[src/rtl/core/cfls_pkg.sv]
package cfls_pkg;

    localparam int TIME_W  = 40;
    localparam int DUR_W   = 24;
    localparam int FORCE_W = 24;
    localparam int DIFF_W  = 25;
    localparam int PROD_W  = FORCE_W + DIFF_W;

    localparam logic [1:0] FUNC_WRITE_STEP  = 2'd0;
    localparam logic [1:0] FUNC_SET_EARLY   = 2'd1;
    localparam logic [1:0] FUNC_CLEAR_EARLY = 2'd2;
    localparam logic [1:0] FUNC_QUERY       = 2'd3;

    localparam logic [1:0] PH_DEFAULT   = 2'd0;
    localparam logic [1:0] PH_RAMP_DOWN = 2'd1;
    localparam logic [1:0] PH_SWING     = 2'd2;
    localparam logic [1:0] PH_RAMP_UP   = 2'd3;

    localparam logic [1:0] CFG_MAX_FORCE  = 2'd0;
    localparam logic [1:0] CFG_WALK_START = 2'd1;
    localparam logic [1:0] CFG_SIDE_MAP   = 2'd2;
    localparam logic [1:0] CFG_CONTACTS   = 2'd3;

    typedef struct packed {
        logic [1:0]       func;
        logic [3:0]       slot;
        logic [DUR_W-1:0] double_contact_duration;
        logic [DUR_W-1:0] transition_duration;
        logic [DUR_W-1:0] swing_duration;
        logic             step_side;
        logic [2:0]       contact_index;
        logic [31:0]      time_value;
    } in_item_t;

    typedef struct packed {
        logic [FORCE_W-1:0] force_limit;
        logic [1:0]         phase_code;
    } out_item_t;

    typedef struct packed {
        logic             side;
        logic [DUR_W-1:0] swing;
        logic [DUR_W-1:0] trans;
        logic [DUR_W-1:0] dbl;
    } step_entry_t;

    typedef enum logic [3:0] {
        S_IDLE,
        S_FETCH,
        S_TS,
        S_TE,
        S_SE,
        S_SE2,
        S_CHK,
        S_MUL,
        S_DIVGO,
        S_DIVW,
        S_DONE
    } state_t;

endpackage

[src/rtl/core/cfls_div.sv]
module cfls_div (
    input  logic                        clk,
    input  logic                        rst_n,
    input  logic                        start,
    input  logic [cfls_pkg::PROD_W-1:0] dividend,
    input  logic [cfls_pkg::DUR_W-1:0]  divisor,
    output logic                        done,
    output logic [cfls_pkg::PROD_W-1:0] quotient
);
    import cfls_pkg::*;

    localparam int CNT_W = $clog2(PROD_W + 1);

    logic [PROD_W-1:0] num_reg, num_next;
    logic [DUR_W-1:0]  rem_reg, rem_next;
    logic [CNT_W-1:0]  cnt_reg, cnt_next;
    logic              done_reg, done_next;
    logic [DUR_W:0]    shifted;
    logic              fits;

    always_comb
    begin
        shifted  = {rem_reg, num_reg[PROD_W-1]};
        fits     = shifted >= {1'b0, divisor};
        num_next = num_reg;
        rem_next = rem_reg;
        cnt_next = cnt_reg;
        done_next = 1'b0;
        if (start)
        begin
            num_next = dividend;
            rem_next = '0;
            cnt_next = CNT_W'(PROD_W);
        end
        else if (cnt_reg != '0)
        begin
            rem_next = fits ? DUR_W'(shifted - {1'b0, divisor}) : shifted[DUR_W-1:0];
            num_next = {num_reg[PROD_W-2:0], fits};
            cnt_next = cnt_reg - 1'b1;
            done_next = (cnt_reg == CNT_W'(1));
        end
    end

    always_ff @(posedge clk or negedge rst_n)
    begin
        if (!rst_n)
        begin
            cnt_reg  <= '0;
            done_reg <= 1'b0;
        end
        else
        begin
            cnt_reg  <= cnt_next;
            done_reg <= done_next;
        end
    end

    always_ff @(posedge clk)
    begin
        num_reg <= num_next;
        rem_reg <= rem_next;
    end

    assign done     = done_reg;
    assign quotient = num_reg;

endmodule

[src/rtl/core/contact_force_limit_schedule.sv]
// Contact force limit schedule. Load footsteps with write-step transfers and
// early contacts with set/clear transfers; these give no result. A query
// transfer walks the step table from the walk start, one memory read (S_FETCH)
// and then S_TS, S_TE, S_SE and S_SE2 per step, through a shared sum and
// window compare, and then computes a ramp with one multiply and a bit-serial
// divider. A query that resolves without a ramp or earlier in its step ends
// sooner. in_stall is high while a query runs; the result waits
// in an output register, and the next transfer is taken as soon as the walk
// has handed its result over.
module contact_force_limit_schedule #(
    parameter int MAX_STEPS    = 16,
    parameter int NUM_CONTACTS = 4
) (
    input  logic                 clk,
    input  logic                 rst_n,
    input  logic                 in_valid,
    output logic                 in_stall,
    input  cfls_pkg::in_item_t   in_data,
    output logic                 out_valid,
    input  logic                 out_stall,
    output cfls_pkg::out_item_t  out_data,
    input  logic                 cfg_valid,
    output logic                 cfg_ready,
    input  logic [1:0]           cfg_index,
    input  logic [31:0]          cfg_data
);
    import cfls_pkg::*;

    localparam int AW = (MAX_STEPS > 1) ? $clog2(MAX_STEPS) : 1;
    localparam int CW = $clog2(MAX_STEPS + 1);
    localparam int NW = (NUM_CONTACTS > 1) ? $clog2(NUM_CONTACTS) : 1;

    state_t state_reg, state_next;

    logic [FORCE_W-1:0]     max_force_reg;
    logic [31:0]            walk_start_reg;
    logic [3:0]             side_map_reg;
    logic [2:0]             contacts_reg;

    step_entry_t            step_mem [MAX_STEPS];
    step_entry_t            rd_reg;
    logic [CW-1:0]          count_reg;
    logic [31:0]            early_mem [NUM_CONTACTS];
    logic [NUM_CONTACTS-1:0] early_valid_reg;

    logic [CW-1:0]          idx_reg, idx_next;
    logic [31:0]            t_reg, t_next;
    logic [31:0]            e_reg, e_next;
    logic                   has_e_reg, has_e_next;
    logic                   side_reg, side_next;
    logic                   early_ok_reg, early_ok_next;
    logic [TIME_W-1:0]      ts_reg, ts_next;
    logic [TIME_W-1:0]      te_reg, te_next;
    logic [TIME_W-1:0]      se_reg, se_next;
    logic [TIME_W-1:0]      org_reg, org_next;
    logic [1:0]             ph_reg, ph_next;
    logic [FORCE_W-1:0]     f_reg, f_next;
    logic [PROD_W-1:0]      prod_reg, prod_next;
    logic                   out_valid_reg;
    out_item_t              out_reg;

    logic                   accept;
    logic [TIME_W-1:0]      t_ext, e_ext, sum;
    logic                   in_win;
    logic [3:0]             limit;
    logic                   quick;
    logic                   div_done;
    logic [PROD_W-1:0]      quot;
    logic                   div_start;
    logic                   out_free;
    logic [DIFF_W-1:0]      diff;

    assign accept    = in_valid && !in_stall;
    assign in_stall  = (state_reg != S_IDLE);
    assign cfg_ready = 1'b1;
    assign out_free  = !out_valid_reg || !out_stall;
    assign div_start = (state_reg == S_DIVGO);
    assign t_ext     = TIME_W'(t_reg);
    assign e_ext     = TIME_W'(e_reg);
    assign limit     = (4'(contacts_reg) < 4'(NUM_CONTACTS)) ? 4'(contacts_reg)
                                                              : 4'(NUM_CONTACTS);
    assign quick     = (4'(in_data.contact_index) >= limit)
                       || (in_data.time_value <= walk_start_reg) || (count_reg == '0);

    cfls_div u_div (
        .clk      (clk),
        .rst_n    (rst_n),
        .start    (div_start),
        .dividend (prod_reg),
        .divisor  (rd_reg.trans),
        .done     (div_done),
        .quotient (quot)
    );

    always_comb
    begin
        state_next = state_reg;
        case (state_reg)
            S_IDLE:
            begin
                if (accept && in_data.func == FUNC_QUERY)
                    state_next = quick ? S_DONE : S_FETCH;
            end
            S_FETCH: state_next = S_TS;
            S_TS:    state_next = S_TE;
            S_TE:    state_next = in_win ? S_CHK : S_SE;
            S_SE:    state_next = in_win ? S_CHK : S_SE2;
            S_SE2:
            begin
                if (in_win || (idx_reg + 1'b1 == count_reg))
                    state_next = S_CHK;
                else
                    state_next = S_FETCH;
            end
            S_CHK:
            begin
                if (side_reg != rd_reg.side || ph_reg == PH_DEFAULT
                    || ph_reg == PH_SWING || rd_reg.trans == '0)
                    state_next = S_DONE;
                else
                    state_next = S_MUL;
            end
            S_MUL:   state_next = S_DIVGO;
            S_DIVGO: state_next = S_DIVW;
            S_DIVW:  state_next = div_done ? S_DONE : S_DIVW;
            S_DONE:  state_next = out_free ? S_IDLE : S_DONE;
            default: state_next = S_IDLE;
        endcase
    end

    always_comb
    begin
        idx_next      = idx_reg;
        t_next        = t_reg;
        e_next        = e_reg;
        has_e_next    = has_e_reg;
        side_next     = side_reg;
        early_ok_next = early_ok_reg;
        ts_next       = ts_reg;
        te_next       = te_reg;
        se_next       = se_reg;
        org_next      = org_reg;
        ph_next       = ph_reg;
        f_next        = f_reg;
        prod_next     = prod_reg;
        sum           = '0;
        in_win        = 1'b0;
        diff          = DIFF_W'(t_ext - org_reg);
        case (state_reg)
            S_IDLE:
            begin
                idx_next   = '0;
                t_next     = in_data.time_value;
                e_next     = early_mem[NW'(in_data.contact_index)];
                has_e_next = (4'(in_data.contact_index) < 4'(NUM_CONTACTS))
                             && early_valid_reg[NW'(in_data.contact_index)];
                side_next  = (in_data.contact_index < 3'd4)
                             ? side_map_reg[in_data.contact_index[1:0]] : 1'b0;
                te_next    = TIME_W'(walk_start_reg);
                ph_next    = PH_DEFAULT;
                f_next     = max_force_reg;
            end
            S_TS:
            begin
                ts_next = te_reg + TIME_W'(rd_reg.dbl);
            end
            S_TE:
            begin
                sum     = ts_reg + TIME_W'(rd_reg.trans);
                in_win  = (t_ext >= ts_reg) && (t_ext <= sum);
                te_next = sum;
                if (in_win)
                begin
                    ph_next  = PH_RAMP_DOWN;
                    org_next = ts_reg;
                end
            end
            S_SE:
            begin
                sum           = te_reg + TIME_W'(rd_reg.swing);
                in_win        = (t_ext >= te_reg) && (t_ext <= sum);
                early_ok_next = has_e_reg && (e_ext >= te_reg) && (t_reg >= e_reg);
                se_next       = sum;
                if (in_win)
                begin
                    ph_next  = early_ok_next ? PH_RAMP_UP : PH_SWING;
                    org_next = e_ext;
                end
            end
            S_SE2:
            begin
                sum     = se_reg + TIME_W'(rd_reg.trans);
                in_win  = (t_ext >= se_reg) && (t_ext <= sum);
                te_next = sum;
                if (in_win)
                begin
                    ph_next  = PH_RAMP_UP;
                    org_next = early_ok_reg ? e_ext : se_reg;
                end
                else
                    idx_next = idx_reg + 1'b1;
            end
            S_CHK:
            begin
                if (side_reg != rd_reg.side)
                begin
                    ph_next = PH_DEFAULT;
                    f_next  = max_force_reg;
                end
                else if (ph_reg == PH_SWING)
                    f_next = '0;
                else
                    f_next = max_force_reg;
            end
            S_MUL:
            begin
                prod_next = PROD_W'(max_force_reg) * PROD_W'(diff);
            end
            S_DIVW:
            begin
                if (div_done)
                begin
                    if (ph_reg == PH_RAMP_DOWN)
                        f_next = max_force_reg - FORCE_W'(quot);
                    else if (quot >= PROD_W'(max_force_reg))
                        f_next = max_force_reg;
                    else
                        f_next = FORCE_W'(quot);
                end
            end
            default:
            begin
            end
        endcase
    end

    always_ff @(posedge clk or negedge rst_n)
    begin
        if (!rst_n)
        begin
            state_reg       <= S_IDLE;
            max_force_reg   <= FORCE_W'(24000);
            walk_start_reg  <= '0;
            side_map_reg    <= 4'd12;
            contacts_reg    <= 3'd4;
            count_reg       <= '0;
            early_valid_reg <= '0;
            out_valid_reg   <= 1'b0;
        end
        else
        begin
            state_reg <= state_next;
            if (cfg_valid && cfg_ready)
            begin
                case (cfg_index)
                    CFG_MAX_FORCE:  max_force_reg  <= cfg_data[FORCE_W-1:0];
                    CFG_WALK_START: walk_start_reg <= cfg_data;
                    CFG_SIDE_MAP:   side_map_reg   <= cfg_data[3:0];
                    CFG_CONTACTS:   contacts_reg   <= cfg_data[2:0];
                    default:        contacts_reg   <= contacts_reg;
                endcase
            end
            if (accept && in_data.func == FUNC_WRITE_STEP
                && 9'(in_data.slot) < 9'(MAX_STEPS))
                count_reg <= CW'(in_data.slot) + 1'b1;
            if (accept && 4'(in_data.contact_index) < 4'(NUM_CONTACTS))
            begin
                if (in_data.func == FUNC_SET_EARLY)
                    early_valid_reg[NW'(in_data.contact_index)] <= 1'b1;
                else if (in_data.func == FUNC_CLEAR_EARLY)
                    early_valid_reg[NW'(in_data.contact_index)] <= 1'b0;
            end
            if (state_reg == S_DONE && out_free)
                out_valid_reg <= 1'b1;
            else if (!out_stall)
                out_valid_reg <= 1'b0;
        end
    end

    always_ff @(posedge clk)
    begin
        if (accept && in_data.func == FUNC_WRITE_STEP
            && 9'(in_data.slot) < 9'(MAX_STEPS))
            step_mem[AW'(in_data.slot)] <= '{side:  in_data.step_side,
                                             swing: in_data.swing_duration,
                                             trans: in_data.transition_duration,
                                             dbl:   in_data.double_contact_duration};
        if (state_reg == S_FETCH)
            rd_reg <= step_mem[idx_reg[AW-1:0]];
        if (accept && in_data.func == FUNC_SET_EARLY
            && 4'(in_data.contact_index) < 4'(NUM_CONTACTS))
            early_mem[NW'(in_data.contact_index)] <= in_data.time_value;
        if (state_reg == S_DONE && out_free)
            out_reg <= '{force_limit: f_reg, phase_code: ph_reg};
        idx_reg      <= idx_next;
        t_reg        <= t_next;
        e_reg        <= e_next;
        has_e_reg    <= has_e_next;
        side_reg     <= side_next;
        early_ok_reg <= early_ok_next;
        ts_reg       <= ts_next;
        te_reg       <= te_next;
        se_reg       <= se_next;
        org_reg      <= org_next;
        ph_reg       <= ph_next;
        f_reg        <= f_next;
        prod_reg     <= prod_next;
    end

    assign out_valid = out_valid_reg;
    assign out_data  = out_reg;

`ifndef SYNTH
    a_swing_zero: assert property (@(posedge clk) disable iff (!rst_n)
        out_valid && out_data.phase_code == PH_SWING |-> out_data.force_limit == '0)
        else $error("swing result with nonzero force");

    a_default_max: assert property (@(posedge clk) disable iff (!rst_n)
        out_valid && out_data.phase_code == PH_DEFAULT
        |-> out_data.force_limit == max_force_reg)
        else $error("default result differs from max force");

    a_query_busy: assert property (@(posedge clk) disable iff (!rst_n)
        in_valid && !in_stall && in_data.func == FUNC_QUERY |=> in_stall)
        else $error("query transfer did not start a walk");
`endif

endmodule
[config.mk]
export PLATFORM = sky130hd
export DESIGN_NAME = contact_force_limit_schedule
export DESIGN_NICKNAME = d
export VERILOG_FILES = /design/src/rtl/core/cfls_pkg.sv /design/src/rtl/core/cfls_div.sv /design/src/rtl/core/contact_force_limit_schedule.sv
export SDC_FILE = /design/constraint.sdc
export NUM_CORES = 2
export LEC_CHECK = 0
export ABC_AREA = 1
export BUFFER_PORTS_ARGS = -buffer_cell sky130_fd_sc_hd__buf_2
export CAP_MARGIN = 5
export CORE_MARGIN = 2
export CORE_UTILIZATION = 52
export CTS_BUF_LIST = sky130_fd_sc_hd__clkbuf_4
export DETAILED_ROUTE_END_ITERATION = 16
export MAX_ROUTING_LAYER = met4
export PLACE_DENSITY = 0.64
export REMOVE_ABC_BUFFERS = 1
export SLEW_MARGIN = 20
export SYNTH_ARGS = -nofsm -noshare
export SYNTH_HDL_FRONTEND = slang
export SYNTH_SLANG_ARGS = --single-unit
export TNS_END_PERCENT = 100
[constraint.sdc]
create_clock -name clk -period 23.7 [get_ports clk]
set_clock_uncertainty 0.1 [all_clocks]
set_input_delay 4.74 -clock clk [delete_from_list [all_inputs] [get_ports clk]]
set_output_delay 4.74 -clock clk [all_outputs]
set_load 0.02 [all_outputs]
==> out/qor.yml <==
clock-sinks: 1844
dp_hpwl_mm: 266
grt_max_degree: 198
final_net_count: 12579
drt_iter0_markers: 9046
cp_max_fo: 14
crit_top_cell: "fa_1"
fill_cells: 18548
synth_enable_flop_cells: 1736
drt_wl_total_mm: 380
grt_first_pass_wirelength_mm: 551
critical_path.max_stage_delay_ns: 0.64
ant_nets: 0
grt_use_total: 0.367
ys_seq_elements: 1844
async_reset_ff_frac: 0.0456
min_period_over_period: 0.421
report.final.slew_viol_count: 0
worst_setup_path_end_kind: "register"
wl_per_cell_um: 26.3
layout-drive-gt1-share: 0.103
rsz0062_at_grt: "false"
postCtsSetupRepairBufs: 0
arrival_ns: 10.91
io_buffer_count: 180
required_ns: 24.62
worstMarginPinSlew_ns: 1.27
ctsResizeCount: 0
worstSetupPathType: "register to register"
synth_area_per_cell_sq_um: 10.0
cts_root_buf: "clkbuf_4"
setup-tns-final_ns: 0
clk_pin_slew_worst_paths_ns: 0.07
gp_congestion: 1.02
seq_area_frac_synth: 0.502
viasPerCell: 5.84
grt_overflow_total: 0
ctsHoldBuffers: 0
clock_latency_ns: 1.47
holdCritPathClass: "register to register"
synthFlopType: "edfxtp_1"
yosysWarningCount: 0
setup_violations: 0
timing.hold.ws_ns: 0.246
htree_levels: 5
cp_slowest_cell: "nand2_1"
cts_tree: "done"
core_area_sq_mm: 0.209
die_area_sq_mm: 0.213
finalHoldViolations: 0
num_vias: 84486
period_minus_slack_ns: 9.98
ys_types: 73
run_status: "completed"
relSlewSlack: 0.155
drc: 0
cts_made_buffers: 477
dieWidth_um: 462
grt_antenna_before_repair: 42
syn_area_sq_mm: 0.109
core.rowCount: 168
fmax_mhz: 100
grt_pass1_vias: 82462
area_growth_pct: 9.32
syn-instance-count: 10872
dr.pass1.iters: 6
startpoint_type: "register"
die_h_um: 462
drv_cap: 0
final_cell_count_no_fill: 14460
largest_reg_flops: 1168
clk_path_buf_depth: 4
placed_cells: 13574
start_util: 0.521
ioPinCount: 182
-- placed cells by master, fill, tap and decap left out, drive strengths merged, types with 8 or more instances in the layout --
cell    netlist  routed
dfstp        10      10
a22oi        87      87
o21a         15      15
xnor2        73      73
o22ai       363     363
clkinv       17     161
a31oi        32      32
clkbuf      373     685
xor2        145     145
nand3       233     233
a21o         20      20
buf          54     324
o221ai       64      64
a31o         10      10
nand2      1730    1730
o21bai       15      15
dfxtp        24      24
nor4         36      36
edfxtp     1736    1736
or2          20      20
nor2       1425    1425
dfrtp        74      74
a21oi       464     464
o21ai       996     996
nand3b        8       8
fa          511     511
a21boi        9       9
nor3         56      56
ha          667     667
o211ai       24      24
diode         0      42
nand4        76      76
inv        1450    1454
o31ai         9       9
-- layer usage --
metal  up-vias  GRT usage  part of all wire
met5         -          -                 0
met4         0      0.155             0.047
met3       854     0.0728             0.091
met2      3993      0.561              0.46
met1     41626      0.478              0.40
li1      38013          -                 -
-- per-stage QoR --
stage / setup slack (ns) / util / area, sq um
6_report: 13.72 / 0.570 / 119000
4_1_cts: 13.86 / 0.570 / 119000
3_3_place_gp: 14.02 / 0.541 / 113000
5_1_grt: 13.26 / 0.570 / 119000
2_1_floorplan: 2.41 / - / 107000
3_5_place_dp: 13.83 / 0.541 / 113000
-- cells in the mapped netlist, drive strengths merged, types with 2 or more instances --
| cell | instances | area, sq um |
|---|---|---|
| dfrtp | 74 | 1850 |
| a31o | 10 | 87.6 |
| and3 | 3 | 18.8 |
| o22ai | 363 | 2270 |
| a32o | 7 | 70.1 |
| a21boi | 9 | 71.3 |
| nor3 | 56 | 313 |
| o2111ai | 3 | 26.3 |
| edfxtp | 1736 | 52100 |
| o21a | 15 | 113 |
| a2111oi | 3 | 26.3 |
| nor4 | 36 | 225 |
| buf | 54 | 254 |
| o311ai | 2 | 17.5 |
| a31oi | 32 | 221 |
| a221o | 2 | 20.0 |
| xor2 | 145 | 1280 |
| a22oi | 87 | 653 |
| a221oi | 4 | 35.0 |
| o21bai | 15 | 113 |
| a211oi | 6 | 45.0 |
| o221ai | 64 | 561 |
| fa | 511 | 10200 |
| inv | 1450 | 5440 |
| o31ai | 9 | 67.6 |
| ha | 667 | 8350 |
| dfxtp | 24 | 480 |
| dfstp | 10 | 263 |
| o211ai | 24 | 180 |
| clkinv | 17 | 63.8 |
| or3 | 3 | 18.8 |
| nor2 | 1425 | 5410 |
| nand4 | 76 | 475 |
| a21oi | 464 | 2330 |
| clkbuf | 373 | 1400 |
| xnor2 | 73 | 658 |
| o221a | 2 | 22.5 |
| nand3b | 8 | 60.1 |
| nor4b | 4 | 35.0 |
| nand2 | 1730 | 6520 |
| nand3 | 233 | 1210 |
| o21ai | 996 | 5000 |
| a21o | 20 | 150 |
| or2 | 20 | 125 |
-- cells by family after synthesis --
logic type,count (synthesis),share of synthesized area
flops,1844,0.502
fa+ha+maj,1178,0.171
buf+inv,1894,0.0658
other cells,1,0.0000344
simple gates,3596,0.132
mux,1,0.0000919
compound gates,2140,0.111
xor+xnor,218,0.0178
-- area by class of cell --
| class | instances | area, sq um | area share |
|---|---|---|---|
| Multi-Input combinational cell | 7134 | 47300 | 0.397 |
| Timing Repair Buffer | 324 | 2030 | 0.0171 |
| Clock inverter | 159 | 777 | 0.00652 |
| Sequential cell | 1844 | 54700 | 0.460 |
| Tap cell | 2805 | 3510 | 0.0295 |
| Clock buffer | 685 | 5140 | 0.0432 |
| Inverter | 1467 | 5530 | 0.0464 |
| Antenna cell | 42 | 105 | 0.000882 |
-- worst max-delay path, delay by kind of cell (launching register included) --
family	cells	cell delay (ns)
and+or+nand+nor	11	2.98
adders and majority gates	9	4.55
DFF	1	0.60
buffers and inverters	6	0.34
AOI/OAI and AO/OA	4	0.86
xor gates and xnor gates	1	0.08
-- path summary, 6_finish.rpt --
check | start | endpoint | slack, ns | cells past startpoint
max in group asynchronous | rst_n | max_force_reg[16]$_DFFE_PN0P_ | 18.88 | 2
setup / recovery | t_reg[15]$_DFFE_PP_ | prod_reg[36]$_DFFE_PN_ | 13.72 | 31
hold / removal | prod_reg[34]$_DFFE_PN_ | u_div.quotient[34]$_DFFE_PP_ | 0.25 | 2
min in group asynchronous | rst_n | walk_start_reg[15]$_DFFE_PN0P_ | 3.15 | 1
hold reg to reg | prod_reg[34]$_DFFE_PN_ | u_div.quotient[34]$_DFFE_PP_ | 0.25 | 2
setup reg to reg | t_reg[15]$_DFFE_PP_ | prod_reg[36]$_DFFE_PN_ | 13.72 | 31
Power is not shown: default switching activity piles up to over one toggle a cycle in this logic, so the estimate is an artifact.
